File: config.mk
export PLATFORM = sky130hd
export DESIGN_NAME = sync_length_frame_deframer_unit
export DESIGN_NICKNAME = d
export VERILOG_FILES = /design/src/hdl/slfd_pkg.sv /design/src/hdl/sync_length_frame_deframer_unit.sv
export VERILOG_INCLUDE_DIRS = /design/src /design/src/hdl
export SDC_FILE = /design/constraint.sdc
export NUM_CORES = 1
export LEC_CHECK = 0
export ABC_AREA = 0
export BUFFER_PORTS_ARGS = -buffer_cell sky130_fd_sc_hd__buf_2
export CAP_MARGIN = 30
export CORE_UTILIZATION = 40
export CTS_CLUSTER_DIAMETER = 40
export DETAILED_ROUTE_END_ITERATION = 10
export PLACE_DENSITY_LB_ADDON = 0.1
export SETUP_SLACK_MARGIN = 0.05
export SLEW_MARGIN = 0
export SYNTH_ARGS = -nofsm -noshare
export SYNTH_HDL_FRONTEND = slang
export SYNTH_SLANG_ARGS = --single-unit
File: constraint.sdc
create_clock -name aclk -period 16.2 [get_ports aclk]
set_clock_uncertainty 0.05 [all_clocks]
set_input_delay 3.24 -clock aclk [delete_from_list [all_inputs] [get_ports aclk]]
set_output_delay 3.24 -clock aclk [all_outputs]
set_load 0.005 [all_outputs]
File: src/hdl/sync_length_frame_deframer_unit_macros.svh
// assertion macros for the deframer
`ifndef SYNC_LENGTH_FRAME_DEFRAMER_UNIT_MACROS_SVH
`define SYNC_LENGTH_FRAME_DEFRAMER_UNIT_MACROS_SVH

`ifndef SYNTHESIS
// same-cycle implication
`define SLFD_ASSERT_NOW(label, clk, rstn, ante, cons) \
    label: assert property (@(posedge clk) disable iff (!(rstn)) (ante) |-> (cons)) \
        else $error("deframer check failed");
// next-cycle implication
`define SLFD_ASSERT_NEXT(label, clk, rstn, ante, cons) \
    label: assert property (@(posedge clk) disable iff (!(rstn)) (ante) |=> (cons)) \
        else $error("deframer check failed");
`else
`define SLFD_ASSERT_NOW(label, clk, rstn, ante, cons)
`define SLFD_ASSERT_NEXT(label, clk, rstn, ante, cons)
`endif

`endif

File: src/hdl/slfd_pkg.sv
package slfd_pkg;

    localparam int ByteW   = 8;
    localparam int TickW   = 32;
    localparam int StatusW = 2;
    localparam int CheckW  = 16;
    localparam int CfgIdxW = 2;
    localparam int InDataW  = 40;
    localparam int OutDataW = 40;
    localparam int OutUserW = 3;

    typedef logic [StatusW-1:0] status_t;
    localparam status_t ST_INCOMPLETE = 2'd0;
    localparam status_t ST_COMPLETE   = 2'd1;
    localparam status_t ST_ERROR      = 2'd2;
    localparam status_t ST_TIMEOUT    = 2'd3;

    typedef logic [CfgIdxW-1:0] cfg_idx_t;
    localparam cfg_idx_t CFG_FIRST_SYNC    = 2'd0;
    localparam cfg_idx_t CFG_SECOND_SYNC   = 2'd1;
    localparam cfg_idx_t CFG_MAX_LENGTH    = 2'd2;
    localparam cfg_idx_t CFG_TIMEOUT_TICKS = 2'd3;

    localparam logic [ByteW-1:0] FIRST_SYNC_RST  = 8'hAA;
    localparam logic [ByteW-1:0] SECOND_SYNC_RST = 8'h55;
    localparam logic [ByteW-1:0] MAX_LENGTH_RST  = 8'd128;
    localparam logic [TickW-1:0] TIMEOUT_RST     = 32'd1000;

endpackage

File: src/hdl/sync_length_frame_deframer_unit.sv
// latency: an accepted request's result is registered and shows on m_* in the next cycle
// one request per cycle unless m_tready stalls; the frame FSM updates in one step
// s_tready stays high while the result register is empty or being drained this cycle
// reset: aresetn is synchronous, active low; clears the frame state and the result valid
// reset also restores the registers to first_sync 0xAA, second_sync 0x55,
// max_length 128 and timeout_ticks 1000
`include "sync_length_frame_deframer_unit_macros.svh"

module sync_length_frame_deframer_unit
    import slfd_pkg::*;
(
    input  logic                aclk,
    input  logic                aresetn,
    // configuration write port
    input  logic                cfg_we,
    input  logic [CfgIdxW-1:0]  cfg_index,
    input  logic [TickW-1:0]    cfg_wdata,
    // byte input stream
    input  logic                s_tvalid,
    output logic                s_tready,
    input  logic [InDataW-1:0]  s_tdata,   // rx_byte[7:0], now_tick[39:8]
    // result stream
    output logic                m_tvalid,
    input  logic                m_tready,
    output logic [OutDataW-1:0] m_tdata,   // payload_byte[7:0], payload_index[15:8],
                                           // frame_length[23:16], check_value[39:24]
    output logic [OutUserW-1:0] m_tuser    // status[1:0], payload_valid[2]
);

    typedef enum logic [2:0] {
        PH_HUNT1   = 3'd0,
        PH_HUNT2   = 3'd1,
        PH_LENGTH  = 3'd2,
        PH_PAYLOAD = 3'd3,
        PH_CHK_HI  = 3'd4,
        PH_CHK_LO  = 3'd5
    } phase_t;

    // configuration registers
    logic [ByteW-1:0] first_sync_reg;
    logic [ByteW-1:0] second_sync_reg;
    logic [ByteW-1:0] max_length_reg;
    logic [TickW-1:0] timeout_ticks_reg;

    // frame state
    phase_t           phase_reg,      phase_next;
    logic [TickW-1:0] start_tick_reg, start_tick_next;
    logic [ByteW-1:0] length_reg,     length_next;
    logic [ByteW-1:0] position_reg,   position_next;
    logic [ByteW-1:0] check_hi_reg,   check_hi_next;

    // result register
    logic              m_valid_reg;
    status_t           status_reg,    status_next;
    logic              pvalid_reg,    pvalid_next;
    logic [ByteW-1:0]  pbyte_reg,     pbyte_next;
    logic [ByteW-1:0]  pindex_reg,    pindex_next;
    logic [ByteW-1:0]  flen_reg,      flen_next;
    logic [CheckW-1:0] check_reg,     check_next;

    logic             s_accept;
    logic [ByteW-1:0] rx_byte;
    logic [TickW-1:0] now_tick;
    logic [TickW-1:0] elapsed;
    logic             timed_out;
    logic [ByteW-1:0] position_inc;

    assign rx_byte  = s_tdata[ByteW-1:0];
    assign now_tick = s_tdata[ByteW +: TickW];

    // the result register frees up in the same cycle it is taken
    assign s_tready = !m_valid_reg || m_tready;
    assign s_accept = s_tvalid && s_tready;

    // modular elapsed time since the first sync byte
    assign elapsed      = now_tick - start_tick_reg;
    assign timed_out    = (phase_reg != PH_HUNT1) && (elapsed > timeout_ticks_reg);
    assign position_inc = position_reg + 8'd1;

    // one-step frame state machine
    always_comb begin
        phase_next      = phase_reg;
        start_tick_next = start_tick_reg;
        length_next     = length_reg;
        position_next   = position_reg;
        check_hi_next   = check_hi_reg;
        status_next     = ST_INCOMPLETE;
        pvalid_next     = 1'b0;
        pbyte_next      = '0;
        pindex_next     = '0;
        check_next      = '0;
        flen_next       = '0;

        if (timed_out) begin
            // drop the byte, abandon the frame
            phase_next      = PH_HUNT1;
            start_tick_next = '0;
            length_next     = '0;
            position_next   = '0;
            check_hi_next   = '0;
            status_next     = ST_TIMEOUT;
        end else begin
            case (phase_reg)
                PH_HUNT1: begin
                    if (rx_byte == first_sync_reg) begin
                        phase_next      = PH_HUNT2;
                        start_tick_next = now_tick;
                    end
                end
                PH_HUNT2: begin
                    // mismatch goes back to hunting without re-checking this byte
                    phase_next = (rx_byte == second_sync_reg) ? PH_LENGTH : PH_HUNT1;
                end
                PH_LENGTH: begin
                    if (rx_byte > max_length_reg) begin
                        phase_next      = PH_HUNT1;
                        start_tick_next = '0;
                        length_next     = '0;
                        position_next   = '0;
                        check_hi_next   = '0;
                        status_next     = ST_ERROR;
                    end else begin
                        length_next   = rx_byte;
                        position_next = '0;
                        // zero length skips straight to the check bytes
                        phase_next    = (rx_byte == '0) ? PH_CHK_HI : PH_PAYLOAD;
                    end
                end
                PH_PAYLOAD: begin
                    pvalid_next   = 1'b1;
                    pbyte_next    = rx_byte;
                    pindex_next   = position_reg;
                    position_next = position_inc;
                    if (position_inc >= length_reg || position_inc == '0) begin
                        phase_next = PH_CHK_HI;
                    end
                end
                PH_CHK_HI: begin
                    check_hi_next = rx_byte;
                    phase_next    = PH_CHK_LO;
                end
                PH_CHK_LO: begin
                    check_next  = {check_hi_reg, rx_byte};
                    phase_next  = PH_HUNT1;
                    status_next = ST_COMPLETE;
                end
                default: begin
                    // unreachable phase code: recover through a reset
                    phase_next      = PH_HUNT1;
                    start_tick_next = '0;
                    length_next     = '0;
                    position_next   = '0;
                    check_hi_next   = '0;
                    status_next     = ST_ERROR;
                end
            endcase
        end

        // a rejected length byte is reported as received
        if (!timed_out && phase_reg == PH_LENGTH && rx_byte > max_length_reg) begin
            flen_next = rx_byte;
        end else begin
            flen_next = length_next;
        end
    end

    // configuration registers
    always_ff @(posedge aclk) begin
        if (!aresetn) begin
            first_sync_reg    <= FIRST_SYNC_RST;
            second_sync_reg   <= SECOND_SYNC_RST;
            max_length_reg    <= MAX_LENGTH_RST;
            timeout_ticks_reg <= TIMEOUT_RST;
        end else if (cfg_we) begin
            case (cfg_index)
                CFG_FIRST_SYNC:    first_sync_reg    <= cfg_wdata[ByteW-1:0];
                CFG_SECOND_SYNC:   second_sync_reg   <= cfg_wdata[ByteW-1:0];
                CFG_MAX_LENGTH:    max_length_reg    <= cfg_wdata[ByteW-1:0];
                CFG_TIMEOUT_TICKS: timeout_ticks_reg <= cfg_wdata;
                default: ;
            endcase
        end
    end

    // frame state and result valid
    always_ff @(posedge aclk) begin
        if (!aresetn) begin
            phase_reg      <= PH_HUNT1;
            start_tick_reg <= '0;
            length_reg     <= '0;
            position_reg   <= '0;
            check_hi_reg   <= '0;
            m_valid_reg    <= 1'b0;
        end else begin
            if (s_accept) begin
                phase_reg      <= phase_next;
                start_tick_reg <= start_tick_next;
                length_reg     <= length_next;
                position_reg   <= position_next;
                check_hi_reg   <= check_hi_next;
                m_valid_reg    <= 1'b1;
            end else if (m_tready) begin
                m_valid_reg    <= 1'b0;
            end
        end
    end

    // result payload, no reset needed
    always_ff @(posedge aclk) begin
        if (s_accept) begin
            status_reg <= status_next;
            pvalid_reg <= pvalid_next;
            pbyte_reg  <= pbyte_next;
            pindex_reg <= pindex_next;
            flen_reg   <= flen_next;
            check_reg  <= check_next;
        end
    end

    assign m_tvalid = m_valid_reg;
    assign m_tdata  = {check_reg, flen_reg, pindex_reg, pbyte_reg};
    assign m_tuser  = {pvalid_reg, status_reg};

    // payload bytes always carry an incomplete status
    `SLFD_ASSERT_NOW(a_payload_status, aclk, aresetn, m_valid_reg && pvalid_reg, status_reg == ST_INCOMPLETE)
    // inside the payload the index stays below the stored length
    `SLFD_ASSERT_NOW(a_position_bound, aclk, aresetn, phase_reg == PH_PAYLOAD, position_reg < length_reg)
    // an accepted request always leaves a result waiting
    `SLFD_ASSERT_NEXT(a_result_follows, aclk, aresetn, s_accept, m_valid_reg)
    // a first sync byte while hunting always opens a frame
    `SLFD_ASSERT_NEXT(a_sync_opens, aclk, aresetn, s_accept && phase_reg == PH_HUNT1 && rx_byte == first_sync_reg, phase_reg == PH_HUNT2)

endmodule
======== Yosys cells after proc, flatten, opt, wreduce, memory -nomap -nowiden ========
Cells that the tools add are included.
operators by class
  muxes and demuxes ....................... 25
  shifts and indexed selects .............. 0
  equal/unequal tests ..................... 16
  div/mod/pow operators ................... 0
  multipliers ............................. 0
  reductions and logical operators ........ 29
  $add $sub $neg .......................... 2
  order comparisons ....................... 3
  bitwise logic cells ..................... 2
operators with widths
  kind                                                                      count
  32-bit 2-to-1 mux                                                         3
  32-bit case mux with 3 select lines                                       1
  8-bit 2-to-1 mux                                                          6
  32-bit greater-than comparator                                            1
  8-bit case mux with 2 select lines                                        2
  32-bit subtractor                                                         1
  8-bit case mux with 3 select lines                                        1
  8-bit == test                                                             2
  8-bit logical NOT                                                         2
  4-bit OR reduction                                                        4
  3-bit 2-to-1 mux                                                          5
  3-bit case mux with 5 select lines                                        1
  2-bit AND reduction                                                       5
  3-bit inequality test (second input constant)                             3
  8-bit by 1-bit adder with 8-bit output (second input constant)            1
  8-bit >= comparator                                                       1
  8-bit greater-than comparator                                             1
  3-bit by 2-bit == test with 1-bit output (second input constant)          2
  3-bit == test (second input constant)                                     2
  2-bit by 1-bit inequality test with 1-bit output (second input constant)  3
  2-bit case mux with 3 select lines                                        1
  3-bit AND reduction                                                       2
  5-bit OR reduction                                                        1
  2-bit == test (second input constant)                                     2
  14 further kinds                                                          24
storage, ports and cells
  output and inout port bits .............. 45
  logic and storage cells ................. 93
  bits of input ports ..................... 79
  bits in latches ......................... 0
  bits in read-only memories .............. 0
  register bits ........................... 159
  RAM bits ................................ 0
  memories kept ........................... 0

======== Logic depth before layout (Yosys ltp) ========
  word-level depth ........................ 7
  mapped depth ............................ 25
  depth with buffers taken out ............ 23

======== Least setup slack after synthesis ========
Ideal clock, no wire load.
  path type ............................... in2reg
  from .................................... in s_tdata[8]
  to ...................................... reg status_reg[0] (data pin)
  arrival ................................. 7.456 ns
  data required time ...................... 15.894 ns
  stages on the path ...................... 23
  buffers on the path ..................... 2
  library setup time ...................... 0.256 ns
  setup slack ............................. 8.438 ns
  cells stage by stage .................... inv_1 ha_1 inv_1 fa_1 a211oi_1 o21ai_0 o211a_1 o41a_1 and3_4 o31ai_4 o31a_1 a21oi_1 xor2_1 ha_1 nand2_1 nor3_2 nand2_1 or4_4 buf_2 nand2_1 buf_2 o21ai_0 a22o_1
on the way
  word-level cells in the longest chain between the ends .. 3
ends and longest elaborated chain
  what                            RTL line                                text
  start: declaration              sync_length_frame_deframer_unit.sv:21   input logic [InDataW-1:0] s_tdata,
  32-bit subtractor               sync_length_frame_deframer_unit.sv:76   assign elapsed = now_tick - start_tick_reg;
  32-bit greater-than comparator  sync_length_frame_deframer_unit.sv:77   assign timed_out = (phase_reg != PH_HUNT1) && (elapsed > timeout_ticks_reg);
  1-bit logical AND               sync_length_frame_deframer_unit.sv:77
  end signal: assignment          sync_length_frame_deframer_unit.sv:211  status_reg <= status_next;
  end: declaration                sync_length_frame_deframer_unit.sv:54   status_t status_reg, status_next;
Every way passes these cells.
A chain may end at the register's enable or synchronous reset.

======== Worst setup path after layout ========
  from .................................... in s_tdata[8]
  to ...................................... reg check_reg[8] (data pin)
on the way
  word-level cells in the longest chain between the ends .. 4
ends and longest elaborated chain
  what                                 RTL line                                text
  32-bit subtractor                    sync_length_frame_deframer_unit.sv:76
  32-bit greater-than comparator       sync_length_frame_deframer_unit.sv:77
  1-bit logical AND                    sync_length_frame_deframer_unit.sv:77
  2-bit OR reduction (no source line)  n/a
  end signal: assignment               sync_length_frame_deframer_unit.sv:216  check_reg <= check_next;
  end: declaration                     sync_length_frame_deframer_unit.sv:59   logic [CheckW-1:0] check_reg, check_next;
Every way passes these cells.

==> flow_summary.ini <==
[run_status]
status = finished, final reports clean

[yosys]
ys_ff_latch = 159
synth-edff-count = 43
yosysWarnings = 0
yosys.cell_types.count = 70
syn-cell-area_mm2 = 0.009495
syn_nets = 1269
yosys_most_used_dff = dfxtp_1
seq_area_frac_synth = 0.3806
async_flop_share = 0
syn_avg_cell_area_um2 = 8.562
syn_inst = 1109

[timing]
fin_crit_ns = 8.732
fmax_mhz = 114.5
finalMaxSlewViolations = 0
final.period_utilization = 0.5390
holdWs_ns = 0.4072
rsz0062_at_grt = false
max_slew_margin = 0.2953
fin_ws_ns = 7.468
setup-violations-final = 0
tightest_slew_ns = 1.057
setup_tns_ns = 0
finalHoldViolCount = 0

[global_route]
first_global_vias = 7486
grt_max_degree = 70
antenna_found_initial = 0
grt_pass1_wl_mm = 38.18
grt_usage = 0.2016
overflow = 0

[cts]
post-cts-setup-buffers = 0
cts_resized = 0
cts.clk_slew.worst_paths_ns = 0.08
numClockSinks = 159
cts_tree = done
clockBufferDepth = 2
clk_latency_ns = 0.44
holdBufCountCts = 0
cts_buffers = 17
root_buffer = clkbuf_16
cts.htree.levels = 4

[placement]
placed_area_mm2 = 0.01031
pre_cts_slack_ns = 7.112
dp_hpwl_mm = 17.15
gp_congestion = 0.8509
numPortBuffers = 123

[finish]
regArea_mm2 = 0.003613
final_common_cell = nand2_1
multi_input_area_mm2 = 0.005268
drive_gt1_frac = 0.1502
syn_to_final_growth_pct = 14.89
fill_cells = 2389
fin_nets = 1365
final_cell_mix = 222 x nand2_1, 123 x buf_2, 116 x dfxtp_1
postLayoutCellArea_mm2 = 0.01091
num_antenna_cells = 0

[route]
ant_nets = 0
vias_per_cell = 5.101
totalWireLength_mm = 23.54
drc_errors = 0
wl_per_cell_um = 15.32
vias = 7841
dr.pass1.iters = 5
drt-initial-drc-count = 406

[floorplan]
rows = 56
dieArea_mm2 = 0.02436
die_x_um = 156.1
core_area_mm2 = 0.02340
initial_core_util = 0.4057
io_pins = 124
fp.dieH_um = 156.1

[setup_path]
critPathCaptureType = register
worstPathMaxFanout = 16
critical_path_required_ns = 16.46
arrival_ns = 8.99
crit_type = in -> reg
start_kind = input pin

[pwr]
power_density_mw_per_mm2 = 89.01
p_leak_nw = 4.579
p_total_mw = 0.9710
max-vdd-ir-drop_mv = 0.06334

[job]
drv_cap = 0

[min_path]
holdCritPathClass = reg -> reg
[worst max-delay path, stage by stage]
cell	delay [ns]
buf_2	0.11
inv_1	0.05
ha_1	0.17
inv_1	0.06
fa_1	0.42
a211oi_1	0.29
o21ai_0	0.14
o211a_1	0.17
o41a_1	0.43
and3_4	0.21
o31ai_4	0.23
o31a_1	0.23
a21oi_1	0.11
xor2_1	0.15
ha_1	0.30
nand2_1	0.07
nor3_2	0.28
nand2_1	0.11
or4_4	0.60
a21oi_1	0.88
and3_1	0.55
and2_1	0.20
[routing by layer]
layer | wire length (um) | global-route usage | vias to the layer above
met3 | 1047 | 0.03750 | 38
met1 | 10800 | 0.2534 | 3586
met5 | 0 | 0 | -
met2 | 11120 | 0.3397 | 195
met4 | 574 | 0.07983 | 0
li1 | - | - | 4022
[final cells by class]
class	count	share of cell area
Sequential cell	159	0.3312
Tap cell	319	0.03659
Timing Repair Buffer	130	0.06125
Clock buffer	17	0.03900
Clock inverter	15	0.01606
Inverter	96	0.03303
Multi-Input combinational cell	801	0.4829
[worst paths after layout]
check | startpoint | endpoint | slack (ns) | cells past startpoint
worst max-delay path | s_tdata[8] | check_reg[8] | 7.47 | 22
worst min-delay path | timeout_ticks_reg[31] | timeout_ticks_reg[31] | 0.41 | 2
worst max register to register | start_tick_reg[0] | check_reg[8] | 10.09 | 20
worst min register to register | timeout_ticks_reg[31] | timeout_ticks_reg[31] | 0.41 | 2
[power breakdown]
part           total, mW  internal, mW  switching, mW
logic              0.142        0.0540         0.0877
registers          0.421         0.417        0.00397
clock network      0.408         0.210          0.198
[Yosys cell counts, types with 18 or more instances]
master      n  area (um^2)
xor2_1     18        157.7
o21ai_0    30        150.1
xnor2_1    30        262.8
edfxtp_1   43         1291
dfxtp_1   116         2322
nor2_1     37        138.9
mux2i_1    48        480.5
clkbuf_1   37        138.9
nand3_1    19        95.09
ha_1       80         1001
a21oi_1    83        415.4
inv_1      95        356.6
nand2_1   222        833.3
and2_1     30        187.7
a21o_1     24        180.2
[per-stage QoR]
step,util,std cells
6_report,0.4662,1537
5_1_grt,0.4662,1537
4_1_cts,0.4662,1537
3_5_place_dp,0.4405,1505
3_3_place_gp,0.4405,1505
2_1_floorplan,-,1109
[cells by family after synthesis]
logic type / Yosys count / share of synthesized area
adders and majority gates: 81 / 0.1075
xor gates and xnor gates: 48 / 0.04427
and+or+nand+nor: 381 / 0.1818
buffers and inverters: 149 / 0.06496
DFF: 159 / 0.3806
muxes: 48 / 0.05060
AOI/OAI and AO/OA: 243 / 0.1702
No activity file was read; power rests on OpenSTA's default activity.
